### config.mk
export PLATFORM = sky130hd
export DESIGN_NAME = pvp_front
export DESIGN_NICKNAME = d
export VERILOG_FILES = /design/src/sv/path_velocity_profiler_defines.svh /design/src/sv/pvp_pkg.sv /design/src/sv/pvp_front.sv
export SDC_FILE = /design/constraint.sdc
export NUM_CORES = 1
export LEC_CHECK = 0
export BUFFER_PORTS_ARGS = -buffer_cell sky130_fd_sc_hd__buf_2
export CAP_MARGIN = 5
export CORE_MARGIN = 2
export CORE_UTILIZATION = 40
export CTS_CLUSTER_DIAMETER = 200
export CTS_CLUSTER_SIZE = 12
export DETAILED_ROUTE_END_ITERATION = 10
export PLACE_DENSITY_LB_ADDON = 0.05
export SYNTH_ARGS = -nofsm -noshare
export SYNTH_HDL_FRONTEND = slang
export SYNTH_SLANG_ARGS = --single-unit
### constraint.sdc
create_clock -name clk -period 7.7 [get_ports clk]
set_input_delay 0.385 -clock clk [delete_from_list [all_inputs] [get_ports clk]]
set_output_delay 0.385 -clock clk [all_outputs]
set_load 0.05 [all_outputs]
### src/sv/path_velocity_profiler_defines.svh
// ----------------------------------------------------------------------------
// Path velocity profiler assertion macros
// Shared assertion shorthands, sampled on clk, idle during reset.
// ----------------------------------------------------------------------------
`ifndef PATH_VELOCITY_PROFILER_DEFINES_SVH
`define PATH_VELOCITY_PROFILER_DEFINES_SVH

// same-cycle implication
`define PVP_ASSERT_IMP(lbl, ante, cons) \
	lbl: assert property (@(posedge clk) disable iff (!arst_n) (ante) |-> (cons)) \
		else $error("pvp assertion failed");

// next-cycle implication
`define PVP_ASSERT_NXT(lbl, ante, cons) \
	lbl: assert property (@(posedge clk) disable iff (!arst_n) (ante) |=> (cons)) \
		else $error("pvp assertion failed");

`endif

### src/sv/pvp_pkg.sv
// ----------------------------------------------------------------------------
// pvp_pkg
// Shared types and constants of the path velocity profiler.
// ----------------------------------------------------------------------------
`default_nettype none
package pvp_pkg;
	localparam int unsigned IDX_W = 6;

	typedef enum logic [1:0] {
		REG_MAX_VEL  = 2'd0,
		REG_MAX_ACC  = 2'd1,
		REG_MAX_ANG  = 2'd2,
		REG_NONE     = 2'd3
	} reg_idx_t;

	typedef struct packed {
		logic signed [31:0] x;
		logic signed [31:0] y;
		logic [31:0]        k;
		logic               last;
	} item_t;
endpackage
`default_nettype wire

### src/sv/pvp_front.sv
// ----------------------------------------------------------------------------
// pvp_front
// Input side: two-entry queue of path points ahead of the sequencer.
// ----------------------------------------------------------------------------
`default_nettype none
module pvp_front
	import pvp_pkg::*;
(
	input  wire logic  clk,
	input  wire logic  arst_n,
	input  wire logic  in_valid,
	output logic       in_ready,
	input  wire item_t in_item,
	output logic       item_valid,
	output item_t      item,
	input  wire logic  item_pop
);
	item_t      ent_q [2];
	logic       wp_q, rp_q;
	logic [1:0] cnt_q;
	logic       push, pop;

	assign in_ready   = (cnt_q != 2'd2);
	assign item_valid = (cnt_q != 2'd0);
	assign item       = ent_q[rp_q];
	assign push       = in_valid && in_ready;
	assign pop        = item_pop && item_valid;

	always_ff @(posedge clk) begin
		if (push) begin
			ent_q[wp_q] <= in_item;
		end
	end

	always_ff @(posedge clk or negedge arst_n) begin
		if (!arst_n) begin
			wp_q  <= 1'b0;
			rp_q  <= 1'b0;
			cnt_q <= 2'd0;
		end else begin
			if (push) begin
				wp_q <= ~wp_q;
			end
			if (pop) begin
				rp_q <= ~rp_q;
			end
			if (push && !pop) begin
				cnt_q <= cnt_q + 2'd1;
			end else if (pop && !push) begin
				cnt_q <= cnt_q - 2'd1;
			end
		end
	end
endmodule
`default_nettype wire

# Yosys cells after proc, flatten, opt, wreduce, memory -nomap -nowiden

Memory sizes are Yosys's and may differ from the RTL's.
Cells that the tools add are included.

Add/subtract/negate cells: 2
Equal/unequal tests: 1
Muxes and demuxes: 4
Bitwise operators: 2
Reduce and logical (&&, ||, !) cells: 8

Operator list:

| operator                                                           | count |
|---|---|
| 1-bit logical AND                                                  | 4 |
| 2-bit 2-to-1 mux                                                   | 2 |
| 2-bit nonzero test                                                 | 2 |
| 2-bit by 1-bit adder with 2-bit output, second input constant      | 1 |
| 1-bit zero test                                                    | 2 |
| 1-bit 2-to-1 mux                                                   | 2 |
| 2-bit != test, second input constant                               | 1 |
| 1-bit NOT                                                          | 2 |
| 2-bit by 1-bit subtractor with 2-bit output, second input constant | 1 |

Register bits: 4
Memory bits (writable): 194
Input bits: 101
Output and inout bits: 99
Memories: 1

Memories:

| name  | words | bits a word | read ports | clocked after memory_dff | wr ports | RTL line        | RTL |
|---|---|---|---|---|---|---|---|
| ent_q | 2     | 97          | 1          | 0                        | 1        | pvp_front.sv:18 | `item_t ent_q [2];` |

# Logic depth before layout (Yosys ltp)

Gate-level depths: netlist of run 1.

Word-level depth: 6
Mapped depth: 7

# Least setup slack after synthesis of run 1

OpenSTA, ideal clock, no wires.

Kind: reg2reg
Start: reg cnt_q[0]
End: mem ent_q[0][0] in the netlist's numbering, enable pin
Setup time: 0.554 ns
Arrival time: 5.109 ns
Required time: 7.146 ns
Setup slack: 2.037 ns
Cell stages (with the launch flop): 4
Clock period less this slack: 5.663 ns
Cells stage by stage: dfrtp_1 nand2b_1 nand2_1 nor2_1

Cells in the longest elaborated chain, start to end: 4

Ends and longest elaborated chain:

| what                                   | RTL line        | RTL |
|---|---|---|
| start, declared                        | pvp_front.sv:20 | `logic [1:0] cnt_q;` |
| start signal, assigned                 | pvp_front.sv:48 | `cnt_q <= cnt_q + 2'd1;` |
| start signal, assigned                 | pvp_front.sv:50 | `cnt_q <= cnt_q - 2'd1;` |
| 2-bit != test                          | pvp_front.sv:23 | `assign in_ready = (cnt_q != 2'd2);` |
| via in_ready                           | pvp_front.sv:12 | `output logic in_ready,` |
| 1-bit logical AND                      | pvp_front.sv:26 | `assign push = in_valid && in_ready;` |
| 1-bit 2-to-1 mux                       | pvp_front.sv:30 | `if (push) begin` |
| 1-bit 2-to-1 mux (not written as such) | pvp_front.sv:31 | `ent_q[wp_q] <= in_item;` |
| end, declared                          | pvp_front.sv:18 |  |

The timed path passes the listed nets, and every way through them passes these cells.

==> flow_metrics.py, run 1 <==
metrics = {
    "logic_synthesis": {
        "yosys.area.top_type": "edfxtp_1",
        "yosys_warnings": 0,
        "synth_cell_types": 15,
        "synth_adder_area_share_pct": 0.172,
        "yosys.area_share.simple_pct": 0.465,
        "synth_most_common_cell": "edfxtp_1",
        "yosys.area_share.xor_xnor_pct": 0.603,
        "async_reset_ff_share_pct": 2.02,
        "yosysSeqAreaShare_pct": 81.5,
        "synth_top_family_by_area": "multiplexers",
        "syn_inst": 320,
        "avgSynthCellArea_sq_um": 22.7,
        "synthMuxAreaShare_pct": 16.1,
        "synthTopCellsByCount": "edfxtp_1, mux2_2, mux2_4, buf_2",
        "synth_edf_count": 194,
        "synth_top_area_share_pct": 80.2,
        "syn_area_sq_mm": 0.00727,
        "ys_ff_latch": 198,
        "synth_compound_area_share_pct": 0,
        "synth-main-ff-cell": "edfxtp_1",
        "ys_top_cells_by_area": "edfxtp_1, mux2_2, mux2_4, dfrtp_1, buf_6",
        "syn_nets": 422,
    },
    "floorplanning": {
        "die_y_microns": 139,
        "die_area_sq_mm": 0.0193,
        "core_sq_mm": 0.0179,
        "start_util_pct": 40.6,
        "row_count": 49,
        "pin_count": 200,
        "fp.dieW_microns": 139,
    },
    "setup_path": {
        "required_ns": 7.32,
        "rr_endpoint": "ent_q[0][86]",
        "r2r_slack_ns": 4.95,
        "crit_path_start": "rp_q",
        "worstSetupEndpointType": "output pin",
        "start_kind": "register",
        "regToRegStartpoint": "cnt_q[0]",
        "critPathKind": "register to output pin",
        "crit_arrival_ns": 2.74,
        "cp_max_fo": 66,
        "r2r_cells": 4,
    },
    "detailed_routing": {
        "dr.pass1.iters": 4,
        "ant_nets": 0,
        "drc": 0,
        "num_vias": 3586,
        "viasPerCell": 4.63,
        "drt_iter0_drc": 196,
        "drt-total-wl_mm": 13.2,
        "routedWlPerCell_microns": 17.0,
    },
    "timing": {
        "setup-tns-final_ns": 0,
        "whs_ns": 0.152,
        "relSlewSlack_pct": 36.4,
        "layout_min_cycle_time_ns": 3.12,
        "period_share_pct": 40.6,
        "slew_viol_final": 0,
        "tightest_slew_ns": 0.952,
        "max_freq_mhz": 320,
        "clock_skew_ns": 0.00841,
        "rsz0062_at_grt": "no",
        "setup-violations-final": 0,
        "finalHoldViolCount": 0,
    },
    "run": {
        "maxCapViolCount": 0,
    },
    "placement": {
        "place_hpwl_mm": 8.48,
        "place_congestion": 0.689,
        "io_buffer_count": 199,
    },
    "power_and_ir_drop": {
        "ir_worst_vdd_v": 0.000228,
        "internal-power_uw": 2460,
        "share_seq_of_total_power_pct": 37.9,
        "power_switching_uw": 1680,
        "power_leakage_uw": 0.00346,
        "switching_share_pct": 40.7,
        "clkPwrFrac_pct": 21.1,
        "cellPowerDensity_mw_per_mm2": 455,
        "p_comb_share_pct": 41.0,
    },
    "grt": {
        "grt_pass1_wl_mm": 20.3,
        "grtUsageMet3_pct": 5.63,
        "grt-ovfl-total": 0,
        "grt_max_degree": 67,
        "grt_pass1_vias": 3842,
        "use_met1_pct": 16.4,
        "busiest_layer": "met2",
        "grtUsageMet2_pct": 22.6,
        "antenna_found_initial": 3,
        "track_usage_pct": 13.7,
    },
    "cts": {
        "clkSinkCount": 198,
        "htreeDepth": 4,
        "cts-buffers-inserted": 17,
        "clock_latency_ns": 0.42,
        "cts_tree": "yes",
        "clk_pin_slew_ns": 0.07,
        "root_buffer": "clkbuf_16",
        "cts_buffer_depth": 2,
        "post_cts_buffers": 0,
    },
    "layout": {
        "drive_above_1_share_pct": 60.8,
        "finalNetCount": 633,
        "syn_to_final_growth_pct": 25.3,
    },
    "outcome": {
        "outcome": "completed",
    },
    "hold_path": {
        "hp-start": "in_item[22]",
        "worstHoldEndpoint": "ent_q[0][22]",
        "hold_class": "primary input to register",
        "holdPathStages": 1,
    },
}
[cells by family (layout without fill, tap and decap cells)]
group	after synthesis	in the layout
xor gates and xnor gates	5	5
muxes	97	97
and+or+nand+nor	7	7
other	0	1
buffers and inverters	12	236
adders and majority gates	1	1
DFF	198	198
[how the worst max path moves through the flow]
stage / endpoint / slack [ns] / cells past startpoint
finish: item[40] / 4.58 / 3
floorplan: ent_q[0][0] / 2.04 / 3
global route: item[27] / 4.38 / 3
CTS: item[13] / 4.50 / 3
detailed placement: ent_q[0][3] / 4.85 / 4
global placement: ent_q[0][39] / 4.91 / 4
[routing by layer]
metal  part of all wire (%)  wire (microns)
met2                     49            6460
met3                    8.3            1090
met1                     41            5390
met5                   0.17              23
met4                    1.5             195
[area by class of cell]
class / count / area (sq um)
tap: 229 / 287
clock buffer: 18 / 429
antenna: 1 / 2.50
clock inverter: 14 / 156
multi-input combinational: 110 / 1270
timing repair buffer: 203 / 1030
inverter: 1 / 3.75
fill: 1530 / 8800
sequential: 198 / 5930
[cells in the final DEF (no fill, tap or decap), types with 3 or more instances in the layout]
master	instances
buf_2	199
edfxtp_1	194
mux2_2	77
mux2_4	20
clkbuf_16	17
clkinv_2	4
xnor2_1	3
clkinv_1	3
bufinv_16	3
inv_6	3
dfrtp_1	3
buf_4	3
[worst max-delay path, stage by stage (launching register included)]
cell and delay [ns]:
dfrtp_4 0.78, buf_4 0.79, mux2_2 0.43, buf_2 0.21
[sequential cells by signal, summed over array words and instances, names as in the netlist]
signal / flops
ent_q: 194
wp_q: 1
rp_q: 1
cnt_q: 2
[timing repair]
item | in CTS | in global routing
setup endpoints to repair | 0 | 0
hold buffers | 1 | 0
gates resized for setup | 0 | 0
hold endpoints to repair | 4 | 0
[power groups by stage]
stage	logic, uW	clock network [uW]	registers (uW)
final	1700	872	1570
after global routing	1790	937	1600
after CTS	1730	901	1570
after detailed placement	1730	0	1600
after global placement	1720	0	1590
after floorplan	1420	0	1560
[stage by stage]
step	utilization (%)	setup WS, ns	area [sq um]	instances	total power [uW]
after global placement	47.5	4.91	8510	740	3310
final	50.9	4.58	9110	774	4140
after floorplan	-	2.04	7270	320	2980
after detailed placement	47.5	4.85	8510	740	3330
after CTS	50.9	4.50	9100	773	4210
after global routing	50.9	4.38	9100	773	4320
(Power assumes the default switching activity.)
==> run 2: changes to the inputs <==
- clock period: 7.7 -> 2.75 ns (I/O delays scaled with it)
==> flow_metrics.py, run 2 (same netlist as run 1, synthesis figures left out) <==
metrics = {
    "power_and_ir_drop": {
        "cellPowerDensity_mw_per_mm2": 1150,
        "power_uw": 11700,
        "power_leakage_uw": 0.00387,
        "ir_worst_vdd_v": 0.000593,
    },
    "cts": {
        "clk_pin_slew_ns": 0.06,
        "cts_tree": "yes",
        "cts_buffer_depth": 2,
        "clock_latency_ns": 0.42,
        "root_buffer": "clkbuf_16",
        "post_cts_buffers": 0,
        "htreeDepth": 4,
        "clkSinkCount": 198,
        "cts-buffers-inserted": 17,
    },
    "timing": {
        "tightest_slew_ns": 0.592,
        "setup-violations-final": 0,
        "max_freq_mhz": 443,
        "period_share_pct": 82.1,
        "whs_ns": 0.0622,
        "layout_min_cycle_time_ns": 2.26,
        "clock_skew_ns": 0.00879,
        "rsz0062_at_grt": "no",
        "setup-tns-final_ns": 0,
        "relSlewSlack_pct": 60.5,
        "slew_viol_final": 0,
        "finalHoldViolCount": 0,
    },
    "layout": {
        "finalNetCount": 734,
        "layout_common_cells": "buf_2, edfxtp_1, dlygate4sd3_1, mux2_2, mux2_4",
        "top_regs": "ent_q (194), cnt_q (2)",
        "regMostFlops": "ent_q",
        "drive_above_1_share_pct": 51.9,
        "largest_register_ffs": 194,
        "num_antenna_cells": 0,
        "fillers": 1454,
        "syn_to_final_growth_pct": 39.3,
        "final_common_cell": "buf_2",
    },
    "floorplanning": {
        "fp.dieW_microns": 139,
        "row_count": 49,
        "pin_count": 200,
        "core_sq_mm": 0.0179,
        "die_y_microns": 139,
        "start_util_pct": 40.6,
        "die_area_sq_mm": 0.0193,
    },
    "grt": {
        "grt-ovfl-total": 0,
        "grt_max_degree": 69,
        "track_usage_pct": 15.0,
        "grt_pass1_wl_mm": 22.1,
        "antenna_found_initial": 1,
        "grt_pass1_vias": 4281,
    },
    "setup_path": {
        "start_kind": "register",
        "crit_arrival_ns": 2.12,
        "path_buf_inv": 2,
        "crit_path_start": "rp_q",
        "slowest_delay_ns": 0.82,
        "cpMaxStageDelayCell": "dfrtp_4",
        "path_depth": 3,
        "cp_top_family": "flip-flops",
        "r2r_slack_ns": 0.98,
        "regToRegStartpoint": "cnt_q[0]",
        "worstSetupEndpointType": "output pin",
        "cp_max_fo": 38,
        "r2r_cells": 3,
        "rr_endpoint": "ent_q[1][83]",
        "critPathKind": "register to output pin",
        "crit_chain": "buf_4, mux2_2, buf_2",
        "cp-endpoint": "item[45]",
        "required_ns": 2.61,
    },
    "detailed_routing": {
        "num_vias": 3958,
        "viasPerCell": 4.53,
        "drt_iter0_drc": 129,
        "dr.pass1.iters": 4,
        "ant_nets": 0,
        "drc": 0,
        "routedWlPerCell_microns": 16.2,
        "drt-total-wl_mm": 14.2,
    },
    "placement": {
        "io_buffer_count": 199,
        "place_congestion": 0.709,
        "place_hpwl_mm": 8.82,
    },
    "hold_path": {
        "hold_class": "primary input to register",
    },
    "run": {
        "maxCapViolCount": 0,
    },
    "outcome": {
        "outcome": "completed",
    },
}
==> run 2: worst min-delay path by stage <==
stage	endpoint	start	cells after the start
final	rp_q	item_pop	3
after global routing	rp_q	item_pop	3
after CTS	rp_q	item_pop	3
after detailed placement	wp_q	arst_n	1
after global placement	cnt_q[1]	arst_n	1
after floorplan	cnt_q[0]	arst_n	0
==> run 2: tightest hold or removal path: stages <==
cell and delay, ns:
buf_2 0.11, nand2_1 0.12, xnor2_1 0.08
==> run 2: repair_timing <==
item,in CTS,in global routing
endpoints found under the hold margin,198,0
gates resized for setup,0,0
hold buffers,98,0
setup endpoints to repair,0,0
==> run 2: power breakdown <==
| part | internal (uW) | switching [uW] |
|---|---|---|
| Sequential | 4120 | 277 |
| Combinational | 1520 | 3480 |
| Clock | 1240 | 1030 |
| Total | 6870 | 4790 |
==> run 2: cell type report <==
| class | instances | area, sq um | share of cell area, % |
|---|---|---|---|
| timing repair buffer | 304 | 2090 | 20.7 |
| multi-input combinational | 110 | 1280 | 12.6 |
| clock buffer | 18 | 429 | 4.24 |
| sequential | 198 | 5930 | 58.6 |
| tap | 229 | 287 | 2.83 |
| inverter | 1 | 3.75 | 0.0371 |
| clock inverter | 13 | 105 | 1.04 |
==> run 2: stage by stage <==
stage          setup slack [ns]  area (sq um)  instances  utilization [%]
6_report                  0.493         10100        873             56.5
5_1_grt                   0.382         10100        873             56.5
4_1_cts                   0.436         10100        873             56.5
3_5_place_dp              0.897          8610        744             48.1
3_3_place_gp              0.913          8610        744             48.1
2_1_floorplan            0.0801          7280        320                -
==> run 2: metal layers <==
layer / track usage (%) / wire length, microns / part of all wire (%) / vias up
met4: 4.94 / 151 / 1.1 / 2
met5: 0 / 13 / 0.092 / -
met1: 18.1 / 6080 / 43 / 1925
li1: - / - / - / 1896
met3: 5.59 / 929 / 6.6 / 13
met2: 25.0 / 7000 / 49 / 122
